==> config.mk <==
export PLATFORM = sky130hd
export DESIGN_NAME = worker_slot_allocator_flat
export DESIGN_NICKNAME = d
export VERILOG_FILES = /design/src/rtl/wsa_pkg.sv /design/src/rtl/wsa_if.sv /design/src/rtl/wsa_cell.sv /design/src/rtl/worker_slot_allocator.sv /design/src/flat_wrapper.sv
export SDC_FILE = /design/constraint.sdc
export NUM_CORES = 1
export LEC_CHECK = 0
export ABC_AREA = 1
export BUFFER_PORTS_ARGS = -buffer_cell sky130_fd_sc_hd__buf_2
export CAP_MARGIN = 20
export CORE_MARGIN = 1.5
export CORE_UTILIZATION = 60
export CTS_BUF_LIST = sky130_fd_sc_hd__clkbuf_4 sky130_fd_sc_hd__clkbuf_8 sky130_fd_sc_hd__clkbuf_16
export DETAILED_ROUTE_END_ITERATION = 6
export PLACE_DENSITY = 0.85
export RECOVER_POWER = 25
export SLEW_MARGIN = 20
export SYNTH_ARGS = -nofsm -noshare
export SYNTH_HDL_FRONTEND = slang
export SYNTH_SLANG_ARGS = --single-unit
==> constraint.sdc <==
create_clock -name clk_i -period 3.8 [get_ports clk_i]
set_input_delay 0.38 -clock clk_i [delete_from_list [all_inputs] [get_ports clk_i]]
set_output_delay 0.38 -clock clk_i [all_outputs]
set_load 0.02 [all_outputs]
==> src/rtl/wsa_pkg.sv <==
// ----------------------------------------------------------------------------
// wsa_pkg
// Shared sizes, codes, token type and ID helper for the worker slot allocator.
// ----------------------------------------------------------------------------
`default_nettype none

package wsa_pkg;

  localparam int SLOT_COUNT   = 64;
  localparam int DYNAMIC_BASE = 16;
  localparam int LOCAL_BITS   = 8;

  localparam int SLOT_W     = (SLOT_COUNT > 1) ? $clog2(SLOT_COUNT) : 1;
  localparam int CELL_W     = 4;
  localparam int CELL_SLOTS = 1 << CELL_W;
  localparam int CELL_COUNT = (SLOT_COUNT + CELL_SLOTS - 1) / CELL_SLOTS;
  localparam int CIDX_W     = (CELL_COUNT > 1) ? $clog2(CELL_COUNT) : 1;

  localparam int REQ_W    = 3;
  localparam int ID_W     = 16;
  localparam int STATUS_W = 3;
  localparam int STATE_W  = 2;
  localparam int NODE_W   = 8;
  localparam int PADDR_W  = 3;

  localparam logic [ID_W-1:0] LOCAL_MASK = ID_W'((32'd1 << LOCAL_BITS) - 32'd1);

  localparam logic [PADDR_W-3:0] REG_NODE_ID = '0;

  localparam logic [REQ_W-1:0] REQ_DYN       = 3'd0;
  localparam logic [REQ_W-1:0] REQ_STATIC    = 3'd1;
  localparam logic [REQ_W-1:0] REQ_RELEASE   = 3'd2;
  localparam logic [REQ_W-1:0] REQ_ACTIVATE  = 3'd3;
  localparam logic [REQ_W-1:0] REQ_TERMINATE = 3'd4;
  localparam logic [REQ_W-1:0] REQ_QUERY     = 3'd5;

  localparam logic [STATUS_W-1:0] RS_OK        = 3'd0;
  localparam logic [STATUS_W-1:0] RS_NO_FREE   = 3'd1;
  localparam logic [STATUS_W-1:0] RS_RANGE     = 3'd2;
  localparam logic [STATUS_W-1:0] RS_IN_DYN    = 3'd3;
  localparam logic [STATUS_W-1:0] RS_BUSY      = 3'd4;
  localparam logic [STATUS_W-1:0] RS_BAD_STATE = 3'd5;

  localparam logic [STATE_W-1:0] ST_INACTIVE    = 2'd0;
  localparam logic [STATE_W-1:0] ST_DEPLOYING   = 2'd1;
  localparam logic [STATE_W-1:0] ST_ACTIVE      = 2'd2;
  localparam logic [STATE_W-1:0] ST_TERMINATING = 2'd3;

  typedef struct packed {
    logic                valid;
    logic [REQ_W-1:0]    op;
    logic [SLOT_W-1:0]   slot;
    logic                done;
    logic [STATUS_W-1:0] status;
    logic [STATE_W-1:0]  state;
  } wsa_tok_t;

  function automatic logic [ID_W-1:0] wsa_gid(input logic [NODE_W-1:0] node,
                                               input logic [31:0] loc_v);
    logic [31:0] hi;
    hi = {{(32-NODE_W){1'b0}}, node} << LOCAL_BITS;
    return (hi[ID_W-1:0] & ~LOCAL_MASK) | (loc_v[ID_W-1:0] & LOCAL_MASK);
  endfunction

endpackage

`default_nettype wire

==> src/rtl/wsa_if.sv <==
// ----------------------------------------------------------------------------
// wsa_if
// Request and response channels of the worker slot allocator.
// ----------------------------------------------------------------------------
`default_nettype none

interface wsa_req_if;
  import wsa_pkg::*;
  logic                valid;
  logic                ready;
  logic [REQ_W-1:0]    req_type;
  logic [ID_W-1:0]     worker_id;
  modport source (output valid, req_type, worker_id, input ready);
  modport sink   (input valid, req_type, worker_id, output ready);
endinterface

interface wsa_rsp_if;
  import wsa_pkg::*;
  logic                valid;
  logic                ready;
  logic [STATUS_W-1:0] status;
  logic [ID_W-1:0]     assigned_id;
  logic [STATE_W-1:0]  slot_state;
  modport source (output valid, status, assigned_id, slot_state, input ready);
  modport sink   (input valid, status, assigned_id, slot_state, output ready);
endinterface

`default_nettype wire

==> src/rtl/wsa_cell.sv <==
// ----------------------------------------------------------------------------
// wsa_cell
// One cell of the slot chain: holds a group of slot states, applies the
// passing request token to its own slots and hands the token on.
// ----------------------------------------------------------------------------
`default_nettype none

module wsa_cell (
  input  logic                      clk_i,
  input  logic                      rst_ni,
  input  logic [wsa_pkg::CIDX_W-1:0] cell_idx_i,
  input  wsa_pkg::wsa_tok_t         tok_i,
  output wsa_pkg::wsa_tok_t         tok_o
);
  import wsa_pkg::*;

  logic [STATE_W-1:0] st_q [CELL_SLOTS];
  logic [STATE_W-1:0] st_d [CELL_SLOTS];
  wsa_tok_t           tok_q;
  wsa_tok_t           tok_d;

  logic [31:0]           base;
  logic [31:0]           slot_ext;
  logic [31:0]           off;
  logic                  own;
  logic [CELL_W-1:0]     sel;
  logic [STATE_W-1:0]    cur;
  logic [CELL_SLOTS-1:0] elig;
  logic                  found;
  logic [CELL_W-1:0]     first;

  assign base     = {{(32-CIDX_W){1'b0}}, cell_idx_i} << CELL_W;
  assign slot_ext = {{(32-SLOT_W){1'b0}}, tok_i.slot};
  assign off      = slot_ext - base;
  assign own      = (slot_ext >= base) && (slot_ext < base + 32'(CELL_SLOTS));
  assign sel      = off[CELL_W-1:0];
  assign cur      = st_q[sel];

  // free slots of this cell inside the dynamic range, lowest one wins
  always_comb begin
    found = 1'b0;
    first = '0;
    for (int j = 0; j < CELL_SLOTS; j++) begin
      elig[j] = (base + 32'(j) >= 32'(DYNAMIC_BASE)) &&
                (base + 32'(j) < 32'(SLOT_COUNT)) && (st_q[j] == ST_INACTIVE);
    end
    for (int j = CELL_SLOTS - 1; j >= 0; j--) begin
      if (elig[j]) begin
        found = 1'b1;
        first = CELL_W'(j);
      end
    end
  end

  always_comb begin
    st_d  = st_q;
    tok_d = tok_i;
    if (tok_i.valid && !tok_i.done) begin
      if (tok_i.op == REQ_DYN) begin
        if (found) begin
          st_d[first]  = ST_DEPLOYING;
          tok_d.done   = 1'b1;
          tok_d.slot   = SLOT_W'(base + {{(32-CELL_W){1'b0}}, first});
          tok_d.status = RS_OK;
          tok_d.state  = ST_DEPLOYING;
        end
      end else if (own) begin
        tok_d.done   = 1'b1;
        tok_d.status = RS_OK;
        tok_d.state  = cur;
        case (tok_i.op)
          REQ_STATIC: begin
            if (slot_ext >= 32'(DYNAMIC_BASE)) begin
              tok_d.status = RS_IN_DYN;
            end else if (cur != ST_INACTIVE) begin
              tok_d.status = RS_BUSY;
            end else begin
              tok_d.state = ST_DEPLOYING;
            end
          end
          REQ_RELEASE: begin
            if (cur == ST_ACTIVE) begin
              tok_d.status = RS_BAD_STATE;
            end else begin
              tok_d.state = ST_INACTIVE;
            end
          end
          REQ_ACTIVATE: begin
            if (cur != ST_DEPLOYING) begin
              tok_d.status = RS_BAD_STATE;
            end else begin
              tok_d.state = ST_ACTIVE;
            end
          end
          REQ_TERMINATE: begin
            if (cur != ST_ACTIVE) begin
              tok_d.status = RS_BAD_STATE;
            end else begin
              tok_d.state = ST_TERMINATING;
            end
          end
          REQ_QUERY: begin
            tok_d.status = RS_OK;
          end
          default: begin
            tok_d.status = RS_BAD_STATE;
          end
        endcase
        st_d[sel] = tok_d.state;
      end
    end
  end

  always_ff @(posedge clk_i or negedge rst_ni) begin
    if (!rst_ni) begin
      st_q  <= '{default: ST_INACTIVE};
      tok_q <= '0;
    end else begin
      st_q  <= st_d;
      tok_q <= tok_d;
    end
  end

  assign tok_o = tok_q;

endmodule

`default_nettype wire

==> src/rtl/worker_slot_allocator.sv <==
// ----------------------------------------------------------------------------
// worker_slot_allocator
// Lifecycle table of worker slots with dynamic and static reservation.
//
// Requests come in on req_i (req_type, worker_id) and each gives exactly one
// response on rsp_o (status, assigned_id, slot_state); a transfer happens on
// a clock edge with valid and ready both high. node_id is written over the
// APB port at byte address 0; the user must write it only while no request
// is in flight, which the block does not enforce. The slot states live in a
// chain of CELL_COUNT cells of 16 slots each (4 cells for 64 slots). A
// request travels the chain as a token, one cell per cycle, and the cell
// owning the slot (or, for a dynamic reserve, the first cell with a free
// slot) updates it. A token runs from the launch register through the
// cells to the output register; a slot out of range skips the chain and
// goes via the holding register. One request is in flight at a time: the
// next is taken once the previous result is in the output register.
// The response sits in an output register; while the receiver stalls, the
// next request is still taken, and its result waits in a holding register.
// Reset leaves every slot inactive and node_id at 0.
// ----------------------------------------------------------------------------
`default_nettype none

module worker_slot_allocator (
  input  logic                        clk_i,
  input  logic                        rst_ni,
  input  logic                        psel,
  input  logic                        penable,
  input  logic                        pwrite,
  input  logic [wsa_pkg::PADDR_W-1:0] paddr,
  input  logic [31:0]                 pwdata,
  output logic [31:0]                 prdata,
  output logic                        pready,
  wsa_req_if.sink                     req_i,
  wsa_rsp_if.source                   rsp_o
);
  import wsa_pkg::*;

  typedef enum logic [2:0] {
    S_IDLE = 3'b001,
    S_RUN  = 3'b010,
    S_WAIT = 3'b100
  } fsm_e;

  typedef struct packed {
    logic [STATUS_W-1:0] status;
    logic [ID_W-1:0]     id;
    logic [STATE_W-1:0]  state;
  } wsa_res_t;

  fsm_e               fsm_q, fsm_d;
  logic [NODE_W-1:0]  node_q;
  wsa_tok_t           launch_q, launch_d;
  wsa_res_t           pend_q, pend_d;
  wsa_res_t           res_q, res_d;
  logic               rsp_valid_q, rsp_valid_d;

  wsa_tok_t           chain [CELL_COUNT+1];
  wsa_tok_t           tail;
  wsa_res_t           chain_res;
  wsa_res_t           bypass_res;
  logic [ID_W-1:0]    loc16;
  logic               acc;
  logic               oor;
  logic               out_free;
  logic               cfg_hit;

  // configuration port
  assign pready  = 1'b1;
  assign cfg_hit = (paddr[PADDR_W-1:2] == REG_NODE_ID);
  assign prdata  = cfg_hit ? {{(32-NODE_W){1'b0}}, node_q} : 32'd0;

  always_ff @(posedge clk_i or negedge rst_ni) begin
    if (!rst_ni) begin
      node_q <= '0;
    end else if (psel && penable && pwrite && cfg_hit) begin
      node_q <= pwdata[NODE_W-1:0];
    end
  end

  // cell chain
  assign chain[0] = launch_q;

  for (genvar k = 0; k < CELL_COUNT; k++) begin : g_cell
    wsa_cell u_cell (
      .clk_i      (clk_i),
      .rst_ni     (rst_ni),
      .cell_idx_i (CIDX_W'(k)),
      .tok_i      (chain[k]),
      .tok_o      (chain[k+1])
    );
  end

  assign tail = chain[CELL_COUNT];

  always_comb begin
    if (tail.op == REQ_DYN && !tail.done) begin
      chain_res.status = RS_NO_FREE;
      chain_res.id     = '0;
      chain_res.state  = ST_INACTIVE;
    end else begin
      chain_res.status = tail.status;
      chain_res.id     = wsa_gid(node_q, {{(32-SLOT_W){1'b0}}, tail.slot});
      chain_res.state  = tail.state;
    end
  end

  // request side
  assign req_i.ready = (fsm_q == S_IDLE);
  assign acc         = req_i.valid && req_i.ready;
  assign loc16       = req_i.worker_id & LOCAL_MASK;
  assign oor         = (req_i.req_type != REQ_DYN) &&
                       ({{(32-ID_W){1'b0}}, loc16} >= 32'(SLOT_COUNT));
  assign out_free    = !rsp_valid_q || rsp_o.ready;

  always_comb begin
    bypass_res.status = (req_i.req_type > REQ_QUERY) ? RS_BAD_STATE : RS_RANGE;
    bypass_res.id     = wsa_gid(node_q, {{(32-ID_W){1'b0}}, loc16});
    bypass_res.state  = ST_INACTIVE;
  end

  always_comb begin
    fsm_d          = fsm_q;
    pend_d         = pend_q;
    res_d          = res_q;
    rsp_valid_d    = rsp_valid_q && !rsp_o.ready;
    launch_d       = '0;
    launch_d.op    = req_i.req_type;
    launch_d.slot  = SLOT_W'({{(32-ID_W){1'b0}}, loc16});
    launch_d.valid = 1'b0;
    case (fsm_q)
      S_IDLE: begin
        if (acc) begin
          if (oor) begin
            pend_d = bypass_res;
            fsm_d  = S_WAIT;
          end else begin
            launch_d.valid = 1'b1;
            fsm_d          = S_RUN;
          end
        end
      end
      S_RUN: begin
        if (tail.valid) begin
          if (out_free) begin
            res_d       = chain_res;
            rsp_valid_d = 1'b1;
            fsm_d       = S_IDLE;
          end else begin
            pend_d = chain_res;
            fsm_d  = S_WAIT;
          end
        end
      end
      S_WAIT: begin
        if (out_free) begin
          res_d       = pend_q;
          rsp_valid_d = 1'b1;
          fsm_d       = S_IDLE;
        end
      end
      default: begin
        fsm_d = S_IDLE;
      end
    endcase
  end

  always_ff @(posedge clk_i or negedge rst_ni) begin
    if (!rst_ni) begin
      fsm_q       <= S_IDLE;
      launch_q    <= '0;
      rsp_valid_q <= 1'b0;
    end else begin
      fsm_q       <= fsm_d;
      launch_q    <= launch_d;
      rsp_valid_q <= rsp_valid_d;
    end
  end

  always_ff @(posedge clk_i) begin
    pend_q <= pend_d;
    res_q  <= res_d;
  end

  // response side
  assign rsp_o.valid       = rsp_valid_q;
  assign rsp_o.status      = res_q.status;
  assign rsp_o.assigned_id = res_q.id;
  assign rsp_o.slot_state  = res_q.state;

`ifndef SYNTHESIS
  a_busy_after_accept: assert property (@(posedge clk_i) disable iff (!rst_ni)
    acc |=> !req_i.ready)
    else $error("request taken while a request is in flight");

  a_tail_in_run: assert property (@(posedge clk_i) disable iff (!rst_ni)
    tail.valid |-> (fsm_q == S_RUN))
    else $error("token left the chain outside the run state");

  a_launch_in_run: assert property (@(posedge clk_i) disable iff (!rst_ni)
    launch_q.valid |-> (fsm_q == S_RUN))
    else $error("token launched outside the run state");

  a_no_free_zero: assert property (@(posedge clk_i) disable iff (!rst_ni)
    (rsp_valid_q && res_q.status == RS_NO_FREE) |->
      (res_q.id == '0 && res_q.state == ST_INACTIVE))
    else $error("no-free response carries a slot");
`endif

endmodule

`default_nettype wire
==> src/flat_wrapper.sv <==
// flat-port wrapper written by rule: the top's interface ports become plain ports
module worker_slot_allocator_flat import wsa_pkg::*;
  (clk_i, rst_ni, psel, penable, pwrite, paddr, pwdata, prdata, pready, req_i_valid, req_i_req_type, req_i_worker_id, req_i_ready, rsp_o_valid, rsp_o_status, rsp_o_assigned_id, rsp_o_slot_state, rsp_o_ready);
  wsa_req_if req_i_i ();
  wsa_rsp_if rsp_o_i ();
  input  logic clk_i;
  input  logic rst_ni;
  input  logic psel;
  input  logic penable;
  input  logic pwrite;
  input  logic [wsa_pkg::PADDR_W-1:0] paddr;
  input  logic [31:0] pwdata;
  output logic [31:0] prdata;
  output logic pready;
  input wire logic [$bits(req_i_i.valid)-1:0] req_i_valid;
  input wire logic [$bits(req_i_i.req_type)-1:0] req_i_req_type;
  input wire logic [$bits(req_i_i.worker_id)-1:0] req_i_worker_id;
  output wire logic [$bits(req_i_i.ready)-1:0] req_i_ready;
  output wire logic [$bits(rsp_o_i.valid)-1:0] rsp_o_valid;
  output wire logic [$bits(rsp_o_i.status)-1:0] rsp_o_status;
  output wire logic [$bits(rsp_o_i.assigned_id)-1:0] rsp_o_assigned_id;
  output wire logic [$bits(rsp_o_i.slot_state)-1:0] rsp_o_slot_state;
  input wire logic [$bits(rsp_o_i.ready)-1:0] rsp_o_ready;
  assign req_i_i.valid = req_i_valid;
  assign req_i_i.req_type = req_i_req_type;
  assign req_i_i.worker_id = req_i_worker_id;
  assign req_i_ready = req_i_i.ready;
  assign rsp_o_valid = rsp_o_i.valid;
  assign rsp_o_status = rsp_o_i.status;
  assign rsp_o_assigned_id = rsp_o_i.assigned_id;
  assign rsp_o_slot_state = rsp_o_i.slot_state;
  assign rsp_o_i.ready = rsp_o_ready;
  worker_slot_allocator u_core (.clk_i(clk_i), .rst_ni(rst_ni), .psel(psel), .penable(penable), .pwrite(pwrite), .paddr(paddr), .pwdata(pwdata), .prdata(prdata), .pready(pready), .req_i(req_i_i), .rsp_o(rsp_o_i));
endmodule
==> flow_results.org, run 1 <==
** Yosys
- After synthesis, flip-flops and latches occupy 45.54% of the total area.
- The mapped netlist covers 14530 µm².
- In the synthesized netlist the dominant register cell turns out to be dfrtp_1.
- The synthesized design contains 42 enable-type register cells.
- Number of instances in the synthesized netlist :: 2015
- Count of different cell masters after synthesis :: 49
- Mean instance size in the synthesized netlist :: 7.212 µm²
- Share of synthesized registers carrying an async set or reset :: 83.59%
- In this run, synthesis produced a sequential element count of 256.
- Yosys printed 0 warnings.

** Timing
- Final clock period utilization by the worst path :: 77.31%
- Final setup violation count :: 0
- Setup tns final :: 0 ns
- Pin slew with the least headroom to its limit :: 2.770 ns
- Slew HR :: -84.67%
- Final Max Tran Viols :: 115
- Clock Skew :: 0.008256 ns
- Derived from the worst setup path, the maximum achievable clock frequency is 340.4 MHz.
- The number of failing hold endpoints at the final stage is 0.
- Unrepaired setup endpoints after global routing :: no
- The clock period could shrink to 2.938 ns.

** Cells and area
- The repair_antennas step left the layout with diodes totalling 0.
- In the final layout, the multi-input gates occupy 6369 µm².
- Compared with the post-synthesis result, the final layout area differs by 10.58%.
- The count of cells in the finished layout, fillers not included, comes to 2424.
- Commonest non-fill, non-tap cells in the layout :: nand2_1 (479), inv_1 (312), nor2_1 (307), dfrtp_1 (213), nand3_1 (195)
- Register area :: 6618 µm²
- Ratio of cells with drive above 1 in the final layout :: 8.551%
- Leaving out fill and tap cells, the most frequent cell in the layout is nand2_1.
- Net count of the finished layout :: 2145
- Fill cells in the final layout number 1884.

** CTS
- Clock-pin slew was measured on the worst setup and hold paths at 0.06 ns.
- After clock tree synthesis, the setup repair step added 0 buffers.
- Clock Tree Root :: clkbuf_16
- H-tree depth reported by CTS :: 1
- Total CTS buffers :: 28
- Max Buffers Root-to-Sink :: 3
- Clock latency on the worst-skew pair :: 0.54 ns
- TritonCTS built the clock tree.
- CTS saw 256 sinks.

** Pwr
- Clock share of power :: 33.4%
- Switching component of the power :: 2.837 mW
- The analysis attributes to cell leakage a power of 7.998 nW.
- Combinational logic burns 25.0% of the power.
- VDD IR-drop max :: 0.3828 mV
- The internal power of the cells totals 5.626 mW.
- Net switching share of the total power :: 33.53%
- Cell area power density :: 526.6 nW/µm²
- Register share of total power :: 41.6%

** Min path
- In this run the most critical hold path is launched from pwdata[4].
- The worst hold path passes through 3 cells.
- The worst hold path terminates at u_core.node_q[4]$_DFFE_PN0P_.
- The worst hold path belongs to the class input port to flop.

** Global routing
- Number of antenna violations at the first check in global routing :: 2
- Global routing used 29.35% of the available tracks across all layers.
- Via count of the first global-routing pass :: 13.01k
- Overflow left after global routing :: 0
- Maximum number of pins on one net before global-route repair :: 115
- The first global-routing pass estimated 59680 µm of wire.

** Route
- Vias per Instance :: 5.650
- After detailed routing, the number of remaining DRC violations is 9.
- Drt first pass iters :: 7
- The routed layout has 13.70k vias.
- Total wire length after detailed routing :: 35950 µm
- The detailed router finished its first iteration with 1416 violations.
- Routed length per instance :: 14.83 µm
- Antenna Nets Post-Route :: 0

** Floorplan
- Effective utilization at floorplan :: 61.55%
- The die is 158.6 µm tall.
- Die Footprint :: 25160 µm²
- After floorplanning, the core was divided into 56 placement rows.
- From left edge to right edge, the die measures 158.6 µm.
- In this run the standard cell core region covers 23610 µm².
- Top-level port count :: 117

** Outcome
- Failing checks :: DRC, capacitance limit, slew limit
- The flow ran to the end, but the final reports show violations.

** Critical path
- In this run the register-to-register setup slack is 0.86 ns.
- Worst path top cell family by delay :: simple AND/OR/NAND/NOR gates
- Crit path kind :: flop to flop
- At the worst endpoint, the arrival time is 3.37 ns.
- CP dominant cell by count :: nor2_1
- Startpoint type of the worst setup path :: flop
- Kind of end point of the critical path :: flop
- Together, buffers and inverters on the worst path number 3.
- The worst register-to-register path has a depth of 12.
- Largest incremental delay on the critical path :: 0.44 ns
- Reg2Reg Capture Point :: u_core.g_cell[1].u_cell.st_q[13]$_DFFE_PN0P_
- Peak fanout along the critical path :: 20
- Data required time of the critical path :: 4.23 ns
- R2R Path Start :: u_core.g_cell[0].u_cell.tok_o[12]$_DFF_PN0_
- Slowest cell on the critical path :: dfrtp_1
- Worst-path cell chain :: nor2_1 > inv_2 > nor2_4 > inv_1 > nor2_1 > nand2_1 > o21ai_2 > o21ai_0 > nor2_1 > inv_1 > nand3_1 > nand2_1

** Placed design
- Buffers added on ports :: 57
- Routability-driven placement finished with a final weighted congestion of 0.9576.
- The number of placed instances, taps included, is 2364.
- Post-DP HPWL :: 24940 µm

** Run
- The tool flagged a number of max-cap violations equal to 1.
[power groups by stage]
| stage | combinational [mW] | clock (mW) | sequential [mW] |
|---|---|---|---|
| final | 2.12 | 2.82 | 3.52 |
| after global routing | 2.36 | 2.96 | 3.57 |
| after CTS | 2.08 | 2.85 | 3.52 |
| after detailed placement | 2.05 | 0 | 3.56 |
| after global placement | 2.00 | 0 | 3.55 |
| after floorplan | 1.45 | 0 | 3.58 |
[Yosys cell counts (2+ instances only)]
cell / n / area share [%]
o21ai_2: 3 / 0.18
buf_4: 27 / 1.4
nand2_4: 3 / 0.23
a21oi_2: 4 / 0.24
nor3_1: 18 / 0.62
nor2_1: 308 / 8.0
nor2_2: 8 / 0.34
nand2_1: 479 / 12
buf_1: 2 / 0.052
a31oi_1: 3 / 0.13
a21oi_1: 31 / 1.1
nand2_2: 7 / 0.30
inv_1: 312 / 8.1
clkinv_1: 2 / 0.052
buf_6: 5 / 0.39
o21bai_1: 4 / 0.21
o31ai_1: 13 / 0.67
conb_1: 2 / 0.052
a211oi_1: 3 / 0.15
dfrtp_1: 213 / 37
o21ai_0: 110 / 3.8
o22ai_1: 37 / 1.6
nor2_4: 6 / 0.46
clkbuf_1: 20 / 0.52
inv_2: 18 / 0.46
o21a_1: 12 / 0.62
buf_2: 10 / 0.34
a22o_1: 5 / 0.30
nand3_2: 12 / 0.83
nand4_1: 32 / 1.4
a22oi_1: 8 / 0.41
nand3_1: 195 / 6.7
o21ai_1: 46 / 1.6
edfxtp_1: 42 / 8.7
[metrics by stage]
stage	utilization [%]	hold slack (ns)	setup WS [ns]	cell area [µm²]	power, mW
after floorplan	-	0.08441	0.5452	14620	5.028
final	68.06	0.08299	0.8624	16070	8.463
after global placement	63.67	0.3602	1.104	15030	5.548
after detailed placement	63.67	0.3654	1.071	15030	5.611
after global routing	68.06	0.08581	0.2950	16070	8.887
after CTS	68.19	0.02617	0.9393	16100	8.448
[layout make-up]
cell class	instances	area share (%)
multi-input cells	1386	39.63
repair buffers	79	2.842
clock buffers	41	5.232
inverters	333	7.794
clock inverters	10	0.8409
flip-flops and latches	256	41.18
well taps	319	2.484
[how the worst max path moves through the flow]
stage | start | to | slack [ns] | depth (start not counted)
2_1_floorplan | u_core.fsm_q[2]$_DFFE_PN0P_ | u_core.rsp_o.assigned_id[0]$_DFFE_PP_ | 0.55 | 3
3_3_place_gp | u_core.g_cell[2].u_cell.st_q[31]$_DFFE_PN0P_ | u_core.g_cell[2].u_cell.st_q[30]$_DFFE_PN0P_ | 1.10 | 15
3_5_place_dp | u_core.g_cell[0].u_cell.tok_o[13]$_DFF_PN0_ | u_core.g_cell[1].u_cell.st_q[15]$_DFFE_PN0P_ | 1.07 | 12
4_1_cts | u_core.g_cell[2].u_cell.st_q[31]$_DFFE_PN0P_ | u_core.g_cell[2].u_cell.st_q[18]$_DFFE_PN0P_ | 0.94 | 15
5_1_grt | rst_ni | u_core.g_cell[2].u_cell.st_q[30]$_DFFE_PN0P_ | 0.29 | 2
6_report | u_core.g_cell[0].u_cell.tok_o[12]$_DFF_PN0_ | u_core.g_cell[1].u_cell.st_q[13]$_DFFE_PN0P_ | 0.86 | 12
[cell families (layout without fill, tap and decap cells)]
group                  count (synthesis)  after routing  share of synthesized area [%]
AND/OR/NAND/NOR                     1071           1071                          31.42
buffers and inverters                397            463                          11.31
AO/OA/AOI/OAI                        289            289                          11.67
flip-flops                           256            256                          45.54
other                                  2             26                        0.05168
[layer usage]
metal  track usage [%]  vias up  wire [µm]
met5                 0        -          0
met4             11.79        0       1234
met3             4.382      127       2581
met2             51.03      650      17340
met1             36.75     6367      14790
li1                  -     6551          -
[repair_timing]
item,in CTS,in global routing
gates resized for setup,0,0
hold endpoints to repair,13,0
hold buffers,9,0
[registers in the layout, summed over array words and instances, names as in the netlist]
register and cells:
u_core.g_cell.u_cell.st_q 128, u_core.g_cell.u_cell.tok_o 64, u_core.pend_q 21, u_core.rsp_o.assigned_id 16, u_core.chain 10, u_core.node_q 8, u_core.fsm_q 3, u_core.rsp_o.status 3
u_core.rsp_o.slot_state 2, u_core.rsp_o.valid 1
[worst register-to-register path, cell delays in order, from the launching register on]
cell and delay, ns:
dfrtp_1 0.44, nor2_1 0.22, inv_2 0.09, nor2_4 0.37, inv_1 0.10, nor2_1 0.16, nand2_1 0.25, o21ai_2 0.40
o21ai_0 0.31, nor2_1 0.25, inv_1 0.09, nand3_1 0.11, nand2_1 0.05
Power figures use the tool's default switching activity.
==> run 2, diff against run 1 <==
ABC_AREA = 0   (was 1)
clock period = 3.05 ns   (was 3.8 ns; I/O delays follow)
==> run 2 against run 1 <==
Net effect: sequential power rose by 23%; the flow finishes with violations (capacitance limit, slew limit); worst setup slack got worse by 0.82 ns; count of clock-buffer cells in the layout fell by 5; non-clock buffer count rose by 32; sequential cell count did not move; global-route usage rose by 1.5 points; critical path depth fell by 4.
==> flow_results.org, run 2 <==
** Route
- The iteration count of the initial detailed-routing pass is 6 (-1).
- Vias per Instance :: 6.628 (+17%)
- The wire length per cell is 21.44 µm (+45%).
- The via count came to 10.60k (-23%).
- Post-detailed-route DRC marker count :: 0 (-9)
- Violation count after the first detailed-route iteration :: 1037 (-27%)
- Total wire length after detailed routing :: 34300 µm (-4.6%)
- The post-route antenna net violation count was 0 (unchanged).

** Yosys
- The count of flip-flops with a built-in enable after synthesis was 42 (unchanged).
- dfrtp_1 takes more of the synthesized area than any other cell.
- Area of the mapped netlist :: 12770 µm² (-12%)
- Area share of the leading cell type in the synthesized netlist :: 41.74% (+5.1 points)
- Sequential cell area fraction in the yosys report :: 51.82% (+6.3 points)
- The post-synthesis area per instance was 10.55 µm² (+46%).
- By instance count, the leading cell after synthesis is dfrtp_1.
- Leading cell types by count after synthesis :: dfrtp_1 (213), nor2_1 (157), nand2_1 (110)
- The fraction of synthesis flops using an asynchronous set or reset pin came to 83.59% (unchanged).
- The most used flip-flop cell after synthesis is dfrtp_1.
- Count of synthesis-stage warnings from yosys :: 0 (unchanged)
- The post-synthesis register bit count was 256 (unchanged).
- By area the synthesized netlist is led by dfrtp_1 (42%), edfxtp_1 (9.9%), mux4_2 (6.0%).
- The number of library cell types mapped by synthesis was 75 (+53%).
- The count of mapped cells out of synthesis came to 1211 (-40%).

** Critical path
- The worst register-to-register path begins at u_core.g_cell[2].u_cell.tok_o[7]$_DFF_PN0_.
- Startpoint type of the worst setup path :: flop
- The data required time of the worst path was 3.51 ns (-0.72 ns).
- Largest incremental delay on the critical path :: 0.79 ns (+0.35 ns)
- Critical path buffers and inverters :: 1 (-2)
- The critical path in this run is classified as flop to flop.
- Launch point of the critical path :: u_core.g_cell[2].u_cell.tok_o[7]$_DFF_PN0_
- Worst path top cell family by delay :: multiplexers
- The critical path goes through mux4_2 > mux4_2 > o31ai_1 > o2bb2ai_2 > nor3_4 > buf_4 > and2_1 > a21oi_1.
- The worst setup path is captured at a flop.
- Counting stages on the worst path, the most repeated cell is mux4_2.
- The critical-path maximum fanout is 17 (-15%).
- Slowest cell on the critical path :: dfrtp_1
- The data arrival at the endpoint of the critical path is 3.47 ns (+0.10 ns).

** Timing
- The worst hold slack came to 0.02555 ns (-0.05744 ns).
- Final Hold Viols :: 0 (unchanged)
- Clock Skew :: 0.02895 ns (+0.02069 ns)
- The total setup violations reported at the end of the flow came to 0 (unchanged).
- Pin slew with the least headroom to its limit :: 2.099 ns (-0.6715 ns)
- The ratio of final minimum period to clock period came to 98.61% (+21 points).
- The achievable clock frequency came to 332.5 MHz (-2.3%).
- The final setup slack of the worst path was 0.04248 ns (-0.8199 ns).
- The final-layout setup total negative slack came to 0 ns (unchanged).
- The shortest period the worst path allows is 3.008 ns (+0.06988 ns).
- The max-slew violation count was 78 (-32%).
- Slew HR :: -39.91% (+45 points)
- Setup repair after global routing left no endpoint under its margin.

** Floorplan
- The number of placement rows is 53 (-5.4%).
- The chip width is 148.9 µm (-6.1%).
- The height of the die came to 148.9 µm (-6.1%).
- The starting density of the core is 60.94% (-0.60 points).
- The area of the die is 22170 µm² (-12%).
- The core box area came to 20960 µm² (-11%).
- The number of primary I/O pins came to 117 (unchanged).

** CTS
- CTS clock-pin slew for the worst setup and hold paths :: 0.06 ns (about the same)
- Number of sinks on the clock net :: 256 (unchanged)
- The post-CTS setup buffer count is 0 (unchanged).
- The total clock buffers created by CTS came to 27 (-3.6%).
- Max Buffers Root-to-Sink :: 3 (unchanged)
- CTS tree :: done
- The H-tree depth is 1 (unchanged).
- Clock tree synthesis selected as its root buffer the cell clkbuf_16.
- Clock latency on the worst-skew pair :: 0.55 ns (about the same)

** Run
- Max-capacitance violation count :: 1 (unchanged)

** Global routing
- Maximum number of pins on one net before global-route repair :: 80 (-30%)
- Via count of the first global-routing pass :: 10.46k (-20%)
- Total routing resource utilization after global routing :: 30.88% (+1.5 points)
- Global-route wire length before repair :: 54390 µm (-8.9%)
- The number of antenna violations at the first check in global routing came to 0 (-2).
- The total global routing overflow was 0 (unchanged).

** Placed design
- DP Cell Count :: 1532 (-35%)
- Placed inst area :: 13450 µm² (-11%)
- The worst slack at placement came to 0.1603 ns (-0.9107 ns).
- The detailed-placement wirelength estimate was 21760 µm (-13%).
- The number of port buffers is 57 (unchanged).
- RD Place Congestion :: 0.9591 (+0.16%)

** Pwr
- Cell area power density :: 647.9 nW/µm² (+23%)
- The leakage power summed over all cells is 6.162 nW (-23%).
- The maximum ir drop on the vdd rail came to 0.6494 mV (+70%).

** Cells and area
- The top cell types in the final layout, fill and taps aside, are dfrtp_1 (212), nor2_1 (157), nand2_1 (110), a21oi_1 (78), o21ai_0 (54).
- Largest Register :: u_core.g_cell.u_cell.st_q
- Non-Filler Instances :: 1600 (-34%)
- The library cell used most frequently in the layout, excluding fill and tap cells, is dfrtp_1.
- The post-layout instance area came to 14540 µm² (-9.5%).
- Flip-flop count of the largest register after layout :: 128 (unchanged)
- Net count of the finished layout :: 1363 (-36%)
- From synthesis to final layout, the design area changed by 13.83%.
- The layout cell share with drive strength beyond 1 came to 17.46% (+8.9 points).

** Min path
- Hold WC Path Type :: input port to flop
- The worst hold path begins at pwdata[2].

** Outcome
- The flow ran to the end, but the final reports show violations.
- The checks that failed: capacitance limit, slew limit.
run 2: cell types whose count changed after synthesis, moves of 47 or more:
cell	previous run	this run
o21ai_0	110	54
inv_1	312	25
nand2_1	479	110
a21oi_1	31	78
nand3_1	195	20
nor2_1	308	157
run 2: power breakdown:
part,leakage (nW),internal [mW],total [mW],switching (mW)
Sequential,3.22,3.94,4.32,0.380
Combinational,2.48,0.666,1.65,0.985
Clock,0.462,2.11,3.45,1.35
run 2: per-layer routing:
layer,GRT usage [%],vias to the layer above,share of wire [%]
met4,12.38,0,3.9
met1,40.04,5193,38
met3,5.199,148,8.3
met5,0,-,0
li1,-,4629,-
met2,51.92,634,50
run 2: final timing paths:
check,slack (ns),cells past startpoint,end
min reg2reg,0.37,0,u_core.g_cell[3].u_cell.tok_o[15]$_DFF_PN0_
max,0.04,8,u_core.g_cell[3].u_cell.st_q[20]$_DFFE_PN0P_
min in group asynchronous,0.92,2,u_core.g_cell[3].u_cell.st_q[5]$_DFFE_PN0P_
max in group asynchronous,0.89,3,u_core.g_cell[0].u_cell.st_q[8]$_DFFE_PN0P_
min,0.03,2,u_core.node_q[2]$_DFFE_PN0P_
max reg2reg,0.04,8,u_core.g_cell[3].u_cell.st_q[20]$_DFFE_PN0P_
run 2: kinds of logic after synthesis:
group,count (synthesis),share of synthesized area [%]
compound gates,291,15.37
fa+ha+maj,1,0.07838
buf+inv,98,3.850
flops,256,51.82
mux,87,10.84
other cells,2,0.05881
simple gates,476,17.99
run 2: timing repair:
item	4_1_cts	5_1_grt
resized for setup	0	1
hold buffers	16	0
hold endpoints to repair	91	0
setup endpoints to repair	0	1
run 2: per-stage QoR:
step	utilization, %	power [mW]
global placement	64.17	5.822
finish	69.38	9.419
global route	69.35	9.753
floorplan	-	5.353
detailed placement	64.17	5.901
CTS	69.45	9.373
run 2: layout make-up:
type / instances / area (µm²)
Multi-Input combinational cell: 881 / 5762
Sequential cell: 256 / 6619
Fill cell: 1437 / 6417
Timing Repair Buffer: 111 / 768.2
Clock inverter: 14 / 177.7
Tap cell: 275 / 344.1
Antenna cell: 2 / 5.005
Clock buffer: 36 / 768.2
Inverter: 25 / 93.84
==> run 3, diff against run 2 <==
REMOVE_ABC_BUFFERS = 1   (was unset)
clock period = 3.6 ns   (was 3.05 ns; I/O delays follow)
==> run 3 against run 2 <==
Net effect: the run still ends with capacitance limit, slew limit left; first-iteration DRC count decreased by 4.2%; count of clock-buffer cells in the layout is 2 higher; design area down 1.3%.
==> flow_results.org, run 3 (synthesis gave the netlist of run 2 again) <==
** Timing
- Post-route setup slack :: 0.3122 ns (+0.2697 ns)
- The actual transition at the worst max-transition pin came to 2.328 ns (+0.2295 ns).
- The final worst clock skew came to 0.01367 ns (-0.01528 ns).
- The achievable clock frequency came to 304.2 MHz (-8.5%).
- The final-layout setup total negative slack was 0 ns (unchanged).
- Final clock period utilization by the worst path :: 91.33% (-7.3 points)
- Final Hold Viols :: 0 (unchanged)
- Final critical delay including setup and external delays :: 3.288 ns (+0.2803 ns)
- The max-slew violation count is 95 (+22%).
- Unrepaired setup endpoints after global routing :: no
- The total setup violations reported at the end of the flow came to 0 (unchanged).
- Slew HR :: -55.21% (-15 points)

** Cells and area
- The number of flip-flops under the largest register name came to 128 (unchanged).
- The post-layout net count was 1345 (-1.3%).
- Filler cell count in the final layout :: 1479 (+2.9%)
- The layout cell share with drive strength beyond 1 came to 16.78% (-0.68 points).
- The fraction of the core area covered by cells at the end of the flow was 68.46% (-0.91 points).
- The combined area of the multi-input logic cells is 5767 µm² (about the same).
- Compared with the post-synthesis result, the final layout area differs by 12.33%.
- The number of diodes is 0 (-2).
- Commonest non-fill, non-tap cells in the layout :: dfrtp_1 (213), nor2_1 (157), nand2_1 (110), a21oi_1 (78), o21ai_0 (54)
- Register area :: 6618 µm² (about the same)
- Most frequent standard cell in the layout excluding fill and tap cells :: dfrtp_1
- Largest Register :: u_core.g_cell.u_cell.st_q

** Floorplan
- The number of primary I/O pins came to 117 (unchanged).
- Die Footprint :: 22170 µm² (unchanged)
- Cell Rows :: 53 (unchanged)
- Std-Cell Core Area :: 20960 µm² (unchanged)
- Horizontal extent of the die :: 148.9 µm (unchanged)
- The starting density of the core was 60.94% (unchanged).
- The height of the die was 148.9 µm (unchanged).

** Outcome
- Run status :: complete, but fails checks
- The checks that failed: capacitance limit, slew limit.

** Placed design
- Buffers added on ports :: 57 (unchanged)
- The final RePlAce weighted congestion was 0.9383 (-2.2%).
- The worst slack at placement was 0.4307 ns (+0.2704 ns).
- The detailed-placement wirelength estimate is 21730 µm (-0.11%).

** CTS
- The total clock buffers created by CTS came to 27 (unchanged).
- Clock Tree Root :: clkbuf_16
- Clock latency on the worst-skew pair :: 0.53 ns (-0.02 ns)
- Post-CTS repair timing setup buffer count :: 0 (unchanged)
- CTS tree :: done
- The clock edge transition at the registers on the reported setup and hold paths was 0.06 ns (about the same).
- H-tree depth reported by CTS :: 1 (unchanged)
- The number of sinks handled by clock tree synthesis came to 256 (unchanged).
- The total of cells resized after clock tree synthesis is 0 (unchanged).
- Max Buffers Root-to-Sink :: 3 (unchanged)

** Route
- The wire length per cell was 20.90 µm (-2.5%).
- The number of remaining DRC errors came to 0 (unchanged).
- Total wire length after detailed routing :: 33020 µm (-3.7%)
- Via count of the routed design :: 10.32k (-2.7%)
- The per-cell via count in the routed design is 6.532 (-1.4%).
- Antenna Nets Post-Route :: 0 (unchanged)
- Drt first pass iters :: 5 (-1)
- Violation count after the first detailed-route iteration :: 993 (-4.2%)

** Critical path
- Kind of end point of the critical path :: flop
- Peak fanout along the critical path :: 14 (-3)
- Startpoint type of the worst setup path :: flop
- Data arrival time of the critical path :: 3.69 ns (+0.22 ns)
- The setup path with the least slack is of type flop to flop.
- Data required time of the critical path :: 4.00 ns (+0.49 ns)

** Min path
- The worst hold path belongs to the class input port to flop.

** Pwr
- Static leakage :: 6.065 nW (-1.6%)
- The total power density per cell area was 556.5 nW/µm² (-14%).
- VDD IR-drop max :: 0.4791 mV (-26%)

** Run
- The number of maximum-capacitance violations was 1 (unchanged).

** Global routing
- The largest net degree at the start of global routing came to 95 (+19%).
- The first-pass GRT wire length was 53050 µm (-2.5%).
- The total routing resource utilization after global routing is 29.80% (-1.1 points).
- Overflow left after global routing :: 0 (unchanged)
- Number of antenna violations at the first check in global routing :: 0 (unchanged)
- The via count of the first global-routing pass was 10.38k (-0.81%).
run 3: cell count changes in the layout (fill, tap and decap cells not counted), sizes merged:
cell         change
diode            -2
dlygate4sd3      -6
clkinvlp         -2
clkbuf           +5
buf             -15
run 3: layout make-up:
type / instances / share of cell area (%)
clock buffers: 38 / 5.547
repair buffers: 93 / 3.898
inverters: 25 / 0.6541
flip-flops and latches: 256 / 46.13
well taps: 275 / 2.398
multi-input cells: 881 / 40.20
clock inverters: 12 / 1.177
run 3: per-stage QoR:
stage / cell area (µm²) / hold slack [ns] / total power, mW / cells
after floorplan: 12460 / 0.06441 / 4.478 / 1162
after global placement: 13310 / 0.3687 / 4.920 / 1520
after detailed placement: 13310 / 0.3698 / 4.990 / 1520
after CTS: 14370 / 0.04183 / 7.969 / 1580
after global routing: 14350 / 0.05091 / 8.289 / 1580
final: 14350 / 0.05688 / 7.984 / 1580
run 3: power by group:
part	total (mW)	internal (mW)	leakage (nW)	switching, mW
sequential	3.65	3.33	3.22	0.315
clock	2.96	1.83	0.481	1.14
combinational	1.37	0.541	2.37	0.831
run 3: timing repair:
| item | in CTS | in global routing |
|---|---|---|
| hold buffers | 10 | 0 |
| endpoints found under the hold margin | 98 | 0 |
| setup endpoints to repair | 0 | 0 |
run 3: critical path, cell delays in order (launching register included):
cell and delay, ns:
dfrtp_1 0.81, mux4_2 0.60, a22oi_1 0.43, nand3_1 0.26
o211a_1 0.31, nor2_2 0.29, nand3_1 0.22, o32a_1 0.23
run 3: final timing paths:
kind,startpoint,to,slack [ns],cells after the start
worst max-delay path,u_core.g_cell[1].u_cell.tok_o[6]$_DFF_PN0_,u_core.g_cell[2].u_cell.st_q[2]$_DFFE_PN0P_,0.31,7
worst min-delay path,pwdata[3],u_core.node_q[3]$_DFFE_PN0P_,0.06,2
worst max register to register,u_core.g_cell[1].u_cell.tok_o[6]$_DFF_PN0_,u_core.g_cell[2].u_cell.st_q[2]$_DFFE_PN0P_,0.31,7
worst min register to register,u_core.g_cell[2].u_cell.tok_o[15]$_DFF_PN0_,u_core.g_cell[3].u_cell.tok_o[15]$_DFF_PN0_,0.39,0
max in group asynchronous,rst_ni,u_core.g_cell[0].u_cell.st_q[1]$_DFFE_PN0P_,1.00,3
min in group asynchronous,rst_ni,u_core.g_cell[3].u_cell.st_q[6]$_DFFE_PN0P_,1.04,2
run 3: routing by layer:
metal | share of wire, % | wire (µm) | GRT usage, % | vias to the layer above
met4 | 3.3 | 1078 | 10.89 | 0
met2 | 49 | 16300 | 49.77 | 593
met3 | 8.3 | 2725 | 4.679 | 108
li1 | - | - | - | 4598
met1 | 39 | 12920 | 39.63 | 5022
met5 | 0 | 0 | 0 | -
